### config.mk
export PLATFORM = sky130hd
export DESIGN_NAME = bank_mapper_with_scanline_irq
export DESIGN_NICKNAME = d
export VERILOG_FILES = /design/src/hdl/bmsirq_pkg.sv /design/src/hdl/bank_mapper_with_scanline_irq.sv
export VERILOG_INCLUDE_DIRS = /design/src /design/src/hdl
export SDC_FILE = /design/constraint.sdc
export NUM_CORES = 1
export LEC_CHECK = 0
export ABC_AREA = 1
export ABC_CLOCK_PERIOD_IN_PS = 5800
export BUFFER_PORTS_ARGS = -buffer_cell sky130_fd_sc_hd__buf_2
export CAP_MARGIN = 20
export CORE_MARGIN = 2
export CORE_UTILIZATION = 25
export CTS_CLUSTER_DIAMETER = 150
export CTS_CLUSTER_SIZE = 20
export DETAILED_ROUTE_END_ITERATION = 8
export GPL_TIMING_DRIVEN = 0
export PLACE_DENSITY = 0.42
export SLEW_MARGIN = 20
export SYNTH_ARGS = -nofsm -noshare
export SYNTH_HDL_FRONTEND = slang
export SYNTH_SLANG_ARGS = --single-unit
### constraint.sdc
create_clock -name clk -period 5.8 [get_ports clk]
set_input_delay 1.16 -clock clk [delete_from_list [all_inputs] [get_ports clk]]
set_output_delay 1.16 -clock clk [all_outputs]
set_load 0.02 [all_outputs]
### src/hdl/assert_macros.svh
// Assertion helpers shared by the RTL. Every macro samples on the rising edge
// of clk and is switched off while rst_n is low.
`ifndef ASSERT_MACROS_SVH
`define ASSERT_MACROS_SVH

`ifndef SYNTHESIS

// Same-cycle implication.
`define ASSERT_IMPLIES(lbl, ante, cons, msg) \
    lbl: assert property (@(posedge clk) disable iff (!rst_n) (ante) |-> (cons)) \
        else $error(msg);

// Next-cycle implication.
`define ASSERT_NEXT(lbl, ante, cons, msg) \
    lbl: assert property (@(posedge clk) disable iff (!rst_n) (ante) |=> (cons)) \
        else $error(msg);

// Invariant that holds at every edge out of reset.
`define ASSERT_ALWAYS(lbl, cond, msg) \
    lbl: assert property (@(posedge clk) disable iff (!rst_n) (cond)) \
        else $error(msg);

`else

`define ASSERT_IMPLIES(lbl, ante, cons, msg)
`define ASSERT_NEXT(lbl, ante, cons, msg)
`define ASSERT_ALWAYS(lbl, cond, msg)

`endif

`endif

### src/hdl/bmsirq_pkg.sv
package bmsirq_pkg;

    // Input beat.
    typedef struct packed {
        logic [1:0]  action;
        logic [15:0] address;
        logic [7:0]  write_data;
    } item_t;

    // Result beat.
    typedef struct packed {
        logic [7:0]  prg_bank_8000;
        logic [4:0]  prg_bank_a000;
        logic [7:0]  prg_bank_c000;
        logic [1:0]  mirroring;
        logic [35:0] chr_banks_low;
        logic [35:0] chr_banks_high;
        logic        irq_line;
    } result_t;

    // Action codes.
    localparam logic [1:0] ACT_WRITE    = 2'd0;
    localparam logic [1:0] ACT_CPU_TICK = 2'd1;
    localparam logic [1:0] ACT_PPU_TICK = 2'd2;

    // Register pages, taken from address bits 15..12.
    localparam logic [3:0] PAGE_PRG_FIRST  = 4'h8;
    localparam logic [3:0] PAGE_MIRROR     = 4'h9;
    localparam logic [3:0] PAGE_PRG_SECOND = 4'hA;
    localparam logic [3:0] PAGE_CHR_FIRST  = 4'hB;
    localparam logic [3:0] PAGE_CHR_SECOND = 4'hC;
    localparam logic [3:0] PAGE_CHR_THIRD  = 4'hD;
    localparam logic [3:0] PAGE_CHR_FOURTH = 4'hE;
    localparam logic [3:0] PAGE_IRQ        = 4'hF;

    // Sub-register codes within the IRQ page.
    localparam logic [1:0] SUB_RELOAD_LOW  = 2'd0;
    localparam logic [1:0] SUB_CONTROL     = 2'd1;
    localparam logic [1:0] SUB_RELOAD_HIGH = 2'd2;
    localparam logic [1:0] SUB_ACK         = 2'd3;

    // IRQ control bit positions.
    localparam int IRQ_CTRL_A = 0;  // re-enable after acknowledge
    localparam int IRQ_CTRL_E = 1;  // enable
    localparam int IRQ_CTRL_M = 2;  // cycle mode

    // Board variants a..e.
    localparam int          NUM_VARIANTS = 5;
    localparam logic [2:0]  DEFAULT_VARIANT = 3'd0;

    // Address shift that brings the sub-register lines down to bits 1..0.
    localparam logic [2:0] SUB_SHIFT [NUM_VARIANTS] = '{3'd1, 3'd0, 3'd6, 3'd2, 3'd2};
    // Whether the two sub-register lines are crossed on the board.
    localparam logic       SUB_SWAP  [NUM_VARIANTS] = '{1'b1, 1'b0, 1'b1, 1'b0, 1'b1};

    localparam logic [9:0] PRESCALE_PERIOD = 10'd341;
    localparam logic [9:0] PRESCALE_STEP   = 10'd2;
    localparam logic [7:0] FIXED_BANK      = 8'hFE;
    localparam logic [7:0] COUNT_TERMINAL  = 8'hFF;

endpackage

### src/hdl/bank_mapper_with_scanline_irq.sv
// Channel   Direction  Signals                              Payload type
// item      in         item_valid, item_ready, item         bmsirq_pkg::item_t
// result    out        result_valid, result_ready, result   bmsirq_pkg::result_t
// config    in         cfg_wr_en, cfg_wr_data               3-bit board variant
//
// Every accepted beat updates the mapper state at the accepting edge, and its
// result beat is valid from the next cycle on. One beat per clock is sustained while
// result_ready is high; the only limit is the single output register.
// item_ready is high whenever the output register is empty or is being drained in
// the same cycle, so a stalled result blocks new input only while it waits.
// rst_n clears all mapper and IRQ state asynchronously and empties the output.

`include "assert_macros.svh"

module bank_mapper_with_scanline_irq (
    input  logic                clk,
    input  logic                rst_n,
    input  logic                cfg_wr_en,
    input  logic [2:0]          cfg_wr_data,
    input  logic                item_valid,
    output logic                item_ready,
    input  bmsirq_pkg::item_t   item,
    output logic                result_valid,
    input  logic                result_ready,
    output bmsirq_pkg::result_t result
);

    // Configuration.
    logic [2:0] board_variant_reg;

    // Mapper state and its next values.
    logic [4:0] prg_bank_first_reg,  prg_bank_first_next;
    logic [4:0] prg_bank_second_reg, prg_bank_second_next;
    logic       prg_swap_reg,        prg_swap_next;
    logic [1:0] mirror_mode_reg,     mirror_mode_next;
    logic [8:0] chr_bank_reg  [8];
    logic [8:0] chr_bank_next [8];
    logic [2:0] irq_ctrl_reg,        irq_ctrl_next;
    logic [7:0] irq_reload_reg,      irq_reload_next;
    logic [7:0] irq_count_reg,       irq_count_next;
    logic [9:0] irq_prescale_reg,    irq_prescale_next;
    logic       irq_pending_reg,     irq_pending_next;

    // Output register.
    logic                result_valid_reg, result_valid_next;
    bmsirq_pkg::result_t result_reg,       result_next;

    // Decode of the accepted beat.
    logic       accept;
    logic [2:0] variant_idx;
    logic [1:0] sub_raw;
    logic [1:0] sub_sel;
    logic [3:0] page;
    logic [4:0] reg_data;
    logic [2:0] chr_idx;
    logic [3:0] chr_page_offset;
    logic       count_clock;
    logic       pending_clear;

    assign item_ready   = !result_valid_reg || result_ready;
    assign accept       = item_valid && item_ready;
    assign result_valid = result_valid_reg;
    assign result       = result_reg;

    // An out-of-range variant behaves as variant a.
    assign variant_idx = (board_variant_reg < 3'(bmsirq_pkg::NUM_VARIANTS)) ?
                         board_variant_reg : bmsirq_pkg::DEFAULT_VARIANT;
    assign sub_raw     = 2'(item.address >> bmsirq_pkg::SUB_SHIFT[variant_idx]);
    assign sub_sel     = bmsirq_pkg::SUB_SWAP[variant_idx] ? {sub_raw[0], sub_raw[1]}
                                                           : sub_raw;
    assign page            = item.address[15:12];
    assign reg_data        = item.write_data[4:0];
    assign chr_page_offset = page - bmsirq_pkg::PAGE_CHR_FIRST;
    assign chr_idx         = {chr_page_offset[1:0], sub_sel[0]};

    // Next-state logic for one beat. Register writes and ticks never coincide,
    // so the counter is clocked at most once per beat.
    always_comb
    begin
        prg_bank_first_next  = prg_bank_first_reg;
        prg_bank_second_next = prg_bank_second_reg;
        prg_swap_next        = prg_swap_reg;
        mirror_mode_next     = mirror_mode_reg;
        chr_bank_next        = chr_bank_reg;
        irq_ctrl_next        = irq_ctrl_reg;
        irq_reload_next      = irq_reload_reg;
        irq_count_next       = irq_count_reg;
        irq_prescale_next    = irq_prescale_reg;
        irq_pending_next     = irq_pending_reg;
        count_clock          = 1'b0;
        pending_clear        = 1'b0;

        if (accept)
        begin
            case (item.action)
                bmsirq_pkg::ACT_WRITE:
                begin
                    // Writes below 0x8000 fall outside the mapper.
                    if (item.address[15])
                    begin
                        case (page)
                            bmsirq_pkg::PAGE_PRG_FIRST:
                                prg_bank_first_next = reg_data;
                            bmsirq_pkg::PAGE_MIRROR:
                            begin
                                if (!sub_sel[1])
                                    mirror_mode_next = reg_data[1:0];
                                else
                                    prg_swap_next = reg_data[1];
                            end
                            bmsirq_pkg::PAGE_PRG_SECOND:
                                prg_bank_second_next = reg_data;
                            bmsirq_pkg::PAGE_CHR_FIRST,
                            bmsirq_pkg::PAGE_CHR_SECOND,
                            bmsirq_pkg::PAGE_CHR_THIRD,
                            bmsirq_pkg::PAGE_CHR_FOURTH:
                            begin
                                // The upper line picks the high five bits or the
                                // low nibble of the bank.
                                if (sub_sel[1])
                                    chr_bank_next[chr_idx][8:4] = reg_data;
                                else
                                    chr_bank_next[chr_idx][3:0] = reg_data[3:0];
                            end
                            bmsirq_pkg::PAGE_IRQ:
                            begin
                                case (sub_sel)
                                    bmsirq_pkg::SUB_RELOAD_LOW:
                                        irq_reload_next[3:0] = reg_data[3:0];
                                    bmsirq_pkg::SUB_RELOAD_HIGH:
                                        irq_reload_next[7:4] = reg_data[3:0];
                                    bmsirq_pkg::SUB_CONTROL:
                                    begin
                                        irq_ctrl_next    = reg_data[2:0];
                                        irq_pending_next = 1'b0;
                                        pending_clear    = 1'b1;
                                        if (reg_data[bmsirq_pkg::IRQ_CTRL_E])
                                        begin
                                            irq_count_next    = irq_reload_reg;
                                            irq_prescale_next =
                                                bmsirq_pkg::PRESCALE_PERIOD;
                                        end
                                    end
                                    bmsirq_pkg::SUB_ACK:
                                    begin
                                        irq_pending_next = 1'b0;
                                        pending_clear    = 1'b1;
                                        irq_ctrl_next[bmsirq_pkg::IRQ_CTRL_E] =
                                            irq_ctrl_reg[bmsirq_pkg::IRQ_CTRL_A];
                                    end
                                    default:
                                    begin
                                    end
                                endcase
                            end
                            default:
                            begin
                            end
                        endcase
                    end
                end
                bmsirq_pkg::ACT_CPU_TICK:
                begin
                    if (irq_ctrl_reg[bmsirq_pkg::IRQ_CTRL_E] &&
                        irq_ctrl_reg[bmsirq_pkg::IRQ_CTRL_M])
                        count_clock = 1'b1;
                end
                bmsirq_pkg::ACT_PPU_TICK:
                begin
                    // Scanline mode: the prescaler drops by two per PPU tick and
                    // wraps by adding one scanline length of 341.
                    if (irq_ctrl_reg[bmsirq_pkg::IRQ_CTRL_E] &&
                        !irq_ctrl_reg[bmsirq_pkg::IRQ_CTRL_M])
                    begin
                        if (irq_prescale_reg <= bmsirq_pkg::PRESCALE_STEP)
                        begin
                            irq_prescale_next = irq_prescale_reg +
                                (bmsirq_pkg::PRESCALE_PERIOD - bmsirq_pkg::PRESCALE_STEP);
                            count_clock = 1'b1;
                        end
                        else
                        begin
                            irq_prescale_next = irq_prescale_reg - bmsirq_pkg::PRESCALE_STEP;
                        end
                    end
                end
                default:
                begin
                end
            endcase
        end

        // The counter reloads and raises the interrupt when it clocks past 0xFF.
        if (count_clock)
        begin
            if (irq_count_reg == bmsirq_pkg::COUNT_TERMINAL)
            begin
                irq_count_next   = irq_reload_reg;
                irq_pending_next = 1'b1;
            end
            else
            begin
                irq_count_next = irq_count_reg + 8'd1;
            end
        end
    end

    // The result reflects the state after the beat.
    always_comb
    begin
        result_next = result_reg;
        result_valid_next = result_valid_reg && !result_ready;
        if (accept)
        begin
            result_valid_next = 1'b1;
            result_next.prg_bank_8000 = prg_swap_next ? bmsirq_pkg::FIXED_BANK
                                                      : {3'b000, prg_bank_first_next};
            result_next.prg_bank_a000 = prg_bank_second_next;
            result_next.prg_bank_c000 = prg_swap_next ? {3'b000, prg_bank_first_next}
                                                      : bmsirq_pkg::FIXED_BANK;
            result_next.mirroring     = mirror_mode_next;
            for (int i = 0; i < 4; i++)
            begin
                result_next.chr_banks_low[9*i +: 9]  = chr_bank_next[i];
                result_next.chr_banks_high[9*i +: 9] = chr_bank_next[i + 4];
            end
            result_next.irq_line = irq_pending_next;
        end
    end

    always_ff @(posedge clk or negedge rst_n)
    begin
        if (!rst_n)
        begin
            board_variant_reg   <= bmsirq_pkg::DEFAULT_VARIANT;
            prg_bank_first_reg  <= '0;
            prg_bank_second_reg <= '0;
            prg_swap_reg        <= 1'b0;
            mirror_mode_reg     <= '0;
            for (int i = 0; i < 8; i++)
                chr_bank_reg[i] <= '0;
            irq_ctrl_reg        <= '0;
            irq_reload_reg      <= '0;
            irq_count_reg       <= '0;
            irq_prescale_reg    <= '0;
            irq_pending_reg     <= 1'b0;
            result_valid_reg    <= 1'b0;
        end
        else
        begin
            if (cfg_wr_en)
                board_variant_reg <= cfg_wr_data;
            prg_bank_first_reg  <= prg_bank_first_next;
            prg_bank_second_reg <= prg_bank_second_next;
            prg_swap_reg        <= prg_swap_next;
            mirror_mode_reg     <= mirror_mode_next;
            chr_bank_reg        <= chr_bank_next;
            irq_ctrl_reg        <= irq_ctrl_next;
            irq_reload_reg      <= irq_reload_next;
            irq_count_reg       <= irq_count_next;
            irq_prescale_reg    <= irq_prescale_next;
            irq_pending_reg     <= irq_pending_next;
            result_valid_reg    <= result_valid_next;
        end
    end

    // Result payload carries no reset.
    always_ff @(posedge clk)
    begin
        result_reg <= result_next;
    end

    `ASSERT_NEXT(a_accept_fills_output, accept, result_valid_reg, "accepted beat produced no result")
    `ASSERT_IMPLIES(a_irq_matches_state, result_valid_reg && accept, result_next.irq_line == irq_pending_next, "irq line disagrees with pending state")
    `ASSERT_ALWAYS(a_prescale_in_range, irq_prescale_reg <= bmsirq_pkg::PRESCALE_PERIOD, "prescaler beyond one scanline")
    `ASSERT_NEXT(a_ack_clears_pending, pending_clear, !irq_pending_reg, "control or acknowledge write left irq pending")
    `ASSERT_IMPLIES(a_one_fixed_bank, result_valid_reg, (result_reg.prg_bank_8000 == bmsirq_pkg::FIXED_BANK) || (result_reg.prg_bank_c000 == bmsirq_pkg::FIXED_BANK), "neither PRG window shows the fixed bank")

endmodule
==> Yosys cells after proc, flatten, opt, wreduce, memory -nomap -nowiden <==
Memory sizes are Yosys's and may differ from the RTL's.
Index checks and enable logic that the tools add are counted.
{ "classes": {"add_sub_neg": 4, "n_lt_le_gt_ge": 5, "eq_ne": 19, "shift": 1, "muxes": 66, "bitwise_logic": 2, "reduce_logical": 27} }
{ "ops": {"columns": ["operator", "count"], "rows": [
  ["$mux W72", 5],
  ["$bwmux W72", 2],
  ["$mux W8", 10],
  ["$mux W10", 6],
  ["$demux W9 S3", 2],
  ["$mux W5", 8],
  ["$eq A4 B4 Y1 const B", 8],
  ["$pmux W10 S2", 1],
  ["$reduce_and A5 Y1", 4],
  ["$mux W1", 19],
  ["$reduce_bool A2 Y1", 8],
  ["$shr A16 B3 Y2", 1],
  ["$mux W2", 6],
  ["$add A10 B9 Y10 const B", 1],
  ["$le A10 B2 Y1 const B", 1],
  ["$ne A2 B2 Y1 const B", 5],
  ["$sub A10 B2 Y10 const B", 1],
  ["$mux W3", 3],
  ["$mux W9", 1],
  ["$add A8 B1 Y8 const B", 1],
  ["$eq A8 B8 Y1 const B", 1],
  ["$ge A4 B4 Y1 const B", 2],
  ["$not A3 Y4", 2],
  ["$reduce_and A7 Y1", 1],
  ["14 further kinds", 25]
]} }
{ "word_totals": {"ff_bits": 215, "romBits": 32, "inputBits": 34, "output_inout_bits": 98, "wordCells": 156, "n_memories": 2} }
{ "mem_list": {"columns": ["name", "depth", "word_bits", "read_ports", "rd_clocked_by_memory_dff", "wr", "line", "source"], "rows": [
  ["(no name shown)", 8, 3, 1, 0, 0, "bank_mapper_with_scanline_irq.sv:68", "assign sub_raw = 2'(item.address >> bmsirq_pkg::SUB_SHIFT[variant_idx]);"],
  ["(no name shown)", 8, 1, 1, 0, 0, "bank_mapper_with_scanline_irq.sv:69", "assign sub_sel = bmsirq_pkg::SUB_SWAP[variant_idx] ? {sub_raw[0], sub_raw[1]}"]
]} }

==> Logic depth before layout (Yosys ltp) <==
Gate-level depths: netlist of the first run.
{ "logic_depth": {"word_depth": 19, "depth_mapped": 13, "ltp_nobuf": 13} }

==> Worst setup path after synthesis of the first run <==
OpenSTA, ideal clock, no wires.
{ "synth_path": {"kind": "input port to flip-flop", "start": "input port result_ready", "end": "register irq_prescale_reg[1]", "setup_ns": 0.076, "arrival_ns": 4.345, "t_required_ns": 5.724, "path_slack_ns": 1.379, "stages": 11, "path_buffers": 1, "path_cell_list": "inv_1 > nand2_1 > nand2_1 > inv_1 > nand2_1 > nor3_1 > nand2_1 > o21bai_4 > buf_4 > nand3_1 > o21ai_1"} }
{ "synth_via": {"elab_chain_len": 3} }
{ "synth_rtl": {"columns": ["item", "line", "source"], "rows": [
  ["start, declared", "bank_mapper_with_scanline_irq.sv:24", "input logic result_ready,"],
  ["$logic_or A1 B1 Y1", "bank_mapper_with_scanline_irq.sv:60", "assign item_ready = !result_valid_reg || result_ready;"],
  ["net item_ready", "bank_mapper_with_scanline_irq.sv:21", "output logic item_ready,"],
  ["$logic_and A1 B1 Y1", "bank_mapper_with_scanline_irq.sv:61", "assign accept = item_valid && item_ready;"],
  ["net accept", "bank_mapper_with_scanline_irq.sv:49", "logic accept;"],
  ["$reduce_and A7 Y1 (no source line)", null, null],
  ["end signal, assigned", "bank_mapper_with_scanline_irq.sv:261", "irq_prescale_reg <= irq_prescale_next;"],
  ["end, declared", "bank_mapper_with_scanline_irq.sv:41", "logic [9:0] irq_prescale_reg, irq_prescale_next;"]
]} }
The timed path passes the listed nets, and every way through them passes these cells.
A chain may end at the register's enable or synchronous reset.

==> Worst setup path in the final report of the first run <==
{ "layout_path": {"start": "input port item[24] in the netlist's numbering", "end": "register result_reg, in the netlist result[78] (data pin)"} }
{ "layout_via": {"elab_chain_len": 3, "elab_cells_between_ends": 5, "cone_classes": "mux: 4; reduce/logical: 1"} }
{ "layout_rtl": {"columns": ["item", "line", "source"], "rows": [
  ["start, declared", "bank_mapper_with_scanline_irq.sv:22", "input bmsirq_pkg::item_t item,"],
  ["$logic_not A2 Y1", "bank_mapper_with_scanline_irq.sv:95", "case (item.action)"],
  ["$mux W1", "bank_mapper_with_scanline_irq.sv:95", null],
  ["$mux W1", "bank_mapper_with_scanline_irq.sv:93", "if (accept)"],
  ["net prg_swap_next", "bank_mapper_with_scanline_irq.sv:34", "logic prg_swap_reg, prg_swap_next;"],
  ["end signal, assigned", "bank_mapper_with_scanline_irq.sv:270", "result_reg <= result_next;"],
  ["end, declared", "bank_mapper_with_scanline_irq.sv:46", "bmsirq_pkg::result_t result_reg, result_next;"]
]} }
The timed path passes the listed nets, and every way through them passes these cells.

==> qor.csv, run 1 <==
metric,value,unit
HPWL after DPL,13500,um
Syn Inst Count,745,
core area,33300,um2
Crit Path Max Fanout,7,
prevailing post-synth register cell,dfrtp_1,
synth warn,0,
syn_nets,788,
Mapped Area,8400,um2
Post CTS Setup Buffer Count,0,
crit start category,input pin,
WP data arrival,2.94,ns
total power draw,3.22,mW
Post-Syn Area per Cell,11.3,um2
global-route wire length before repair,31700,um
min-delay worst type,reg -> reg,
post-route clock period utilization,46.9,%
Max-cap violations,0,
CP Cell Sequence,buf_2 -> inv_1 -> ha_1 -> nand2_1 -> nor2_1 -> inv_1 -> nor2_1 -> nand2_1 -> o21bai_1 -> nand2_1 -> inv_1 -> nand2_1,
post-place setup slack,2.54,ns
clock transition at the registers of the reported paths,0.08,ns
critical path type,in -> reg,
starting density of the core,25.3,%
die footprint,35100,um2
"CP delay by family, top",simple AND/OR/NAND/NOR gates,
Filler cells,3465,
Peak VDD IR,126,uV
CP required,6.02,ns
RePlAce Congestion,0.771,
Worst R2R Start,irq_prescale_reg[1]$_DFFE_PN0P_,
slew margin rel.,50.1,%
most frequent CP cell,nand2_1,
RSZ-0062 raised after global routing,no,
Final nets,928,
share of layout cells above drive strength 1,21.4,%
fmax,0.368,GHz
initial drt markers,306,
Worst R2R End,result[0]$_DFFE_PP_,
min Tclk post-route,2.72,ns
setup violators final,0,
TritonCTS clock tree,done,
FP Rows,67,
worst setup margin,3.08,ns
clock skew,0.00903,ns
DIE WIDTH,187,um
Final Hold Vio Count,0,
crit path buf inv count,4,
number of CTS-inserted buffers,14,
"FFs w/ async S/R, synth",56.4,%
crit path to,result[78]$_SDFFCE_PP1P_,
register area share after synthesis,68.3,%
Least-Margin Pin Slew,0.749,ns
max FFs per register,92,
FF-to-FF path depth,8,
IO Count,132,
Pwr Density,320,nW/um2
CTS Hold Buffers Added,0,
"Design Area, Final",10100,um2
post_cts resized,0,
first drt pass iteration count,4,
Placed Instance Area,9650,um2
count of input and output buffers,122,
"flops & latches, synth",211,
"EDFF count, synth",92,
CP max-delay cell,inv_1,
post-synth cell types,36,
flop2flop setup slack,3.34,ns
Num Clock Sinks,211,
Routed WL per cell,15.1,um
GRT Residual Overflow,0,
largest net degree at the start of global routing,77,
crit end category,flip-flop,
H-tree Lvls,1,
fin. max-slew vios,0,
CP Launch Point,item[24],
Via Count,5523,
antenna-violating nets left,0,
Clock Path Buffers,3,
Die H,187,um
initial antenna violation count,3,
Crit. path cell count,12,
Area Growth Syn to Fin,19.7,%
Crit path largest cell delay,0.32,ns
Remaining DRCs,0,
static leakage,4.38,nW
clk root buf,clkbuf_16,
final setup TNS,0,ns
routed wire length,20200,um
routed vias/inst,4.12,
all-layer global routing usage,11.5,%
vias in the first global route,5317,
Worst-Skew Late Latency,0.48,ns
status,"finished, final reports clean",
-- layer usage --
layer,vias up,track usage [%],wire length [um]
li1,2761,-,-
met1,2633,16.5,10000
met2,106,17.7,8870
met3,23,2.29,949
met4,0,3.14,395
met5,-,0,0
-- through the flow --
| step | hold WS [ns] | utilization, % | cells |
|---|---|---|---|
| floorplan | 0.454 | - | 745 |
| global placement | 0.474 | 28.8 | 1315 |
| detailed placement | 0.485 | 29.0 | 1317 |
| CTS | 0.504 | 30.2 | 1340 |
| global route | 0.529 | 30.2 | 1340 |
| finish | 0.499 | 30.2 | 1342 |
-- worst min path at each step --
stage | start | endpoint | slack, ns | depth (start not counted)
after floorplan | irq_ctrl_reg[0]$_DFFE_PN0P_ | irq_ctrl_reg[0]$_DFFE_PN0P_ | 0.45 | 2
after global placement | prg_bank_second_reg[1]$_DFF_PN0_ | prg_bank_second_reg[1]$_DFF_PN0_ | 0.47 | 2
after detailed placement | chr_bank_reg[4]$_DFF_PN0_ | chr_bank_reg[4]$_DFF_PN0_ | 0.48 | 2
after CTS | chr_bank_reg[4]$_DFF_PN0_ | chr_bank_reg[4]$_DFF_PN0_ | 0.50 | 2
after global routing | chr_bank_reg[50]$_DFF_PN0_ | chr_bank_reg[50]$_DFF_PN0_ | 0.53 | 2
final | chr_bank_reg[13]$_DFF_PN0_ | chr_bank_reg[13]$_DFF_PN0_ | 0.50 | 2
-- Yosys cell counts, types with 3 or more instances --
| library cell | n | area [um2] |
|---|---|---|
| a21oi_1 | 31 | 155 |
| buf_4 | 5 | 37.5 |
| clkbuf_1 | 6 | 22.5 |
| dfrtp_1 | 119 | 2980 |
| edfxtp_1 | 92 | 2760 |
| ha_1 | 9 | 113 |
| inv_1 | 64 | 240 |
| inv_2 | 5 | 18.8 |
| nand2_1 | 174 | 653 |
| nand2_2 | 5 | 31.3 |
| nand3_1 | 26 | 130 |
| nand3_2 | 15 | 150 |
| nand4_1 | 5 | 31.3 |
| nor2_1 | 49 | 184 |
| nor2_4 | 6 | 67.6 |
| nor3_1 | 6 | 30.0 |
| nor3_4 | 3 | 48.8 |
| o21ai_0 | 73 | 365 |
| o21ai_1 | 24 | 120 |
| xor2_1 | 8 | 70.1 |
-- placed cells by master, fill, tap and decap left out, drive strengths merged --
cell type	instances
xor2	8
mux2	1
dfrtp	119
nand3	41
clkinv	2
edfxtp	92
o21bai	2
nor3	10
nand4	5
xnor2	2
ha	9
nand2	182
o21ai	97
nand3b	1
a21oi	31
nor4	2
nor2	57
diode	2
clkbuf	28
or2	1
o31ai	1
inv	70
buf	131
-- cells by family after synthesis --
| logic type | count (synthesis) | synth area share (%) |
|---|---|---|
| and+or+nand+nor | 299 | 17.1 |
| DFF | 211 | 68.3 |
| AOI/OAI and AO/OA | 131 | 8.02 |
| buffers and inverters | 84 | 4.08 |
| xor gates and xnor gates | 10 | 1.04 |
| adders and majority gates | 9 | 1.34 |
| muxes | 1 | 0.134 |
-- final cells by class --
type / count / area (um2) / area share (%)
multi-input combinational: 450 / 2320 / 23.1
clock inverter: 1 / 11.3 / 0.112
sequential: 211 / 5740 / 57.0
tap: 448 / 561 / 5.57
timing repair buffer: 124 / 676 / 6.71
inverter: 71 / 272 / 2.70
clock buffer: 22 / 402 / 3.99
antenna: 2 / 5.00 / 0.0497
buffer: 13 / 76.3 / 0.758
-- tightest hold or removal path: stages, from the launching register on --
cell and delay [ns]:
dfrtp_1 0.33, nand2_1 0.04, o21ai_0 0.09
-- power breakdown --
part,leakage (nW),internal (mW),switching (mW)
Combinational,1.78,0.141,0.308
Sequential,2.40,1.71,0.0621
Clock,0.199,0.485,0.514
Total,4.38,2.34,0.885
No activity file was read; power rests on OpenSTA's default activity.
==> run 2, diff against run 1 <==
--- a/config.mk
+++ b/config.mk
@@ -7,7 +7,7 @@
 export NUM_CORES = 1
 export LEC_CHECK = 0
 export ABC_AREA = 1
-export ABC_CLOCK_PERIOD_IN_PS = 5800
+export ABC_CLOCK_PERIOD_IN_PS = 2270
 export BUFFER_PORTS_ARGS = -buffer_cell sky130_fd_sc_hd__buf_2
 export CAP_MARGIN = 20
 export CORE_MARGIN = 2
@@ -16,7 +16,7 @@
 export CTS_CLUSTER_SIZE = 20
 export DETAILED_ROUTE_END_ITERATION = 8
 export GPL_TIMING_DRIVEN = 0
-export PLACE_DENSITY = 0.42
+export PLACE_DENSITY = 0.43
 export SLEW_MARGIN = 20
 export SYNTH_ARGS = -nofsm -noshare
 export SYNTH_HDL_FRONTEND = slang
==> constraint.sdc (replaced) <==
create_clock -name clk -period 2.27 [get_ports clk]
set_input_delay 0.454 -clock clk [delete_from_list [all_inputs] [get_ports clk]]
set_output_delay 0.454 -clock clk [all_outputs]
set_load 0.02 [all_outputs]
==> qor.csv, run 2 (synthesized netlist as in run 1, its figures left out) <==
metric,value,unit
total power draw,8.33,mW
starting density of the core,25.3,%
static leakage,4.51,nW
most frequent cells in the layout,"nand2_1 (167), buf_2 (121), dfrtp_1 (117)",
WP data arrival,2.37,ns
Remaining DRCs,0,
fmax,0.459,GHz
crit end category,flip-flop,
count of input and output buffers,122,
slew margin rel.,50.3,%
status,"finished, final reports clean",
clock transition at the registers of the reported paths,0.08,ns
Routed WL per cell,14.8,um
number of CTS-inserted buffers,14,
Least-Margin Pin Slew,0.746,ns
placed cell count,1319,
antenna-violating nets left,0,
worst setup margin,0.0917,ns
crit path buf inv count,2,
routed vias/inst,4.13,
Final Hold Vio Count,0,
HPWL after DPL,13500,um
core area,33300,um2
fin. max-slew vios,0,
post-route clock period utilization,96.0,%
Area Growth Syn to Fin,24.0,%
clk root buf,clkbuf_16,
"CP delay by family, top",simple AND/OR/NAND/NOR gates,
NetSw,2.30,mW
Peak VDD IR,339,uV
GRT Residual Overflow,0,
Via Count,5615,
Final nets,948,
global-route wire length before repair,32200,um
"most common cell after layout, fill and taps aside",nand2_1,
post-place setup slack,-0.209,ns
critical path type,reg -> reg,
clock group share of total power,30.6,%
initial drt markers,254,
"non-filler cells, final",1361,
CP required,2.46,ns
IO Count,132,
Layout Utilization,31.3,%
setup violators final,0,
crit start category,flip-flop,
largest net degree at the start of global routing,87,
P_int,6.03,mW
clock skew,0.0110,ns
CP max-delay cell,dfrtp_1,
Combinational Power Share,15.0,%
CP Cell Sequence,inv_2 -> nand2_2 -> nand3_4 -> nand2_1 -> nand3_1 -> nand2_2 -> nand3_2 -> nand2_4 -> buf_8 -> nand3_2 -> nand2_1 -> o21ai_0,
Switching Fraction,27.6,%
sequential share of power,54.4,%
initial antenna violation count,3,
share of layout cells above drive strength 1,25.8,%
Max-cap violations,0,
Num Clock Sinks,211,
Pwr Density,799,nW/um2
min-delay worst type,in -> reg,
min Tclk post-route,2.18,ns
max FFs per register,92,
Clock Path Buffers,3,
vias in the first global route,5452,
RSZ-0062 raised after global routing,yes,
TritonCTS clock tree,done,
first drt pass iteration count,4,
Worst-Skew Late Latency,0.48,ns
all-layer global routing usage,11.6,%
FP Rows,67,
Die H,187,um
Crit path largest cell delay,0.42,ns
Crit Path Max Fanout,10,
DIE WIDTH,187,um
routed wire length,20200,um
final hold slack,0.183,ns
die footprint,35100,um2
H-tree Lvls,1,
RePlAce Congestion,0.754,
run 2: cell types whose count changed in the layout (fill, tap and decap cells not counted), moves of 3 or more:
cell     before  now
a21oi_1      31   24
a21oi_2       0    7
buf_12        0    5
buf_4         5   19
inv_1        63   60
nand2_1     174  167
nand2_2       5   10
nand3_4       0    3
o21ai_0      73   61
o21ai_1      24   35
run 2: area by class of cell:
class                           instances  area, um2
Fill cell                            3468      22900
Timing Repair inverter                  1       5.00
Clock inverter                          1       11.3
Clock buffer                           22        402
Timing Repair Buffer                  143        883
Inverter                               71        294
Sequential cell                       211       5740
Multi-Input combinational cell        450       2430
Antenna cell                            1       2.50
Tap cell                              448        561
Buffer                                 13       93.8
run 2: what timing repair did:
| item | in CTS | in global routing |
|---|---|---|
| endpoints found under the setup margin | 20 | 146 |
| setup buffers | 4 | 12 |
| hold buffers | 1 | 0 |
| endpoints found under the hold margin | 33 | 0 |
| pin swaps | 3 | 11 |
| gates cloned | 1 | 0 |
| resized for setup | 2 | 38 |
run 2: power by group through the flow:
stage          logic (mW)  registers, mW  clock network [mW]
3_5_place_dp         1.18           4.61                   0
6_report             1.25           4.53                2.55
4_1_cts              1.20           4.54                2.66
3_3_place_gp         1.15           4.62                   0
2_1_floorplan       0.658           4.73                   0
5_1_grt              1.41           4.58                2.79
run 2: worst paths after layout:
kind,from,to,slack [ns],cells past startpoint
min in group asynchronous,rst_n,board_variant_reg[2]$_DFFE_PN0P_,0.43,2
max,board_variant_reg[1]$_DFFE_PN0P_,result[25]$_DFFE_PP_,0.09,12
max in group asynchronous,rst_n,chr_bank_reg[8]$_DFF_PN0_,1.08,3
max reg2reg,board_variant_reg[1]$_DFFE_PN0P_,result[25]$_DFFE_PP_,0.09,12
min,cfg_wr_data[1],board_variant_reg[1]$_DFFE_PN0P_,0.18,3
min reg2reg,irq_pending_reg$_DFF_PN0_,irq_pending_reg$_DFF_PN0_,0.47,2
run 2: metrics by stage:
| step | setup TNS (ns) | cell area, um2 |
|---|---|---|
| 5_1_grt | -1.23 | 10400 |
| 6_report | 0 | 10400 |
| 2_1_floorplan | -20.34 | 8470 |
| 4_1_cts | 0 | 10200 |
| 3_5_place_dp | -12.51 | 9740 |
| 3_3_place_gp | -292.81 | 9640 |
run 2: worst min-delay path, cell delays in order:
cell     delay [ns]
buf_2          0.07
nand2_1        0.04
o21ai_0        0.06
run 2: routing by layer:
layer	up-vias	share of wire (%)	global-route usage (%)
met2	111	44	18.1
met4	4	1.8	2.38
li1	2808	-	-
met3	24	5.0	2.36
met5	-	0.14	0
met1	2668	49	16.7
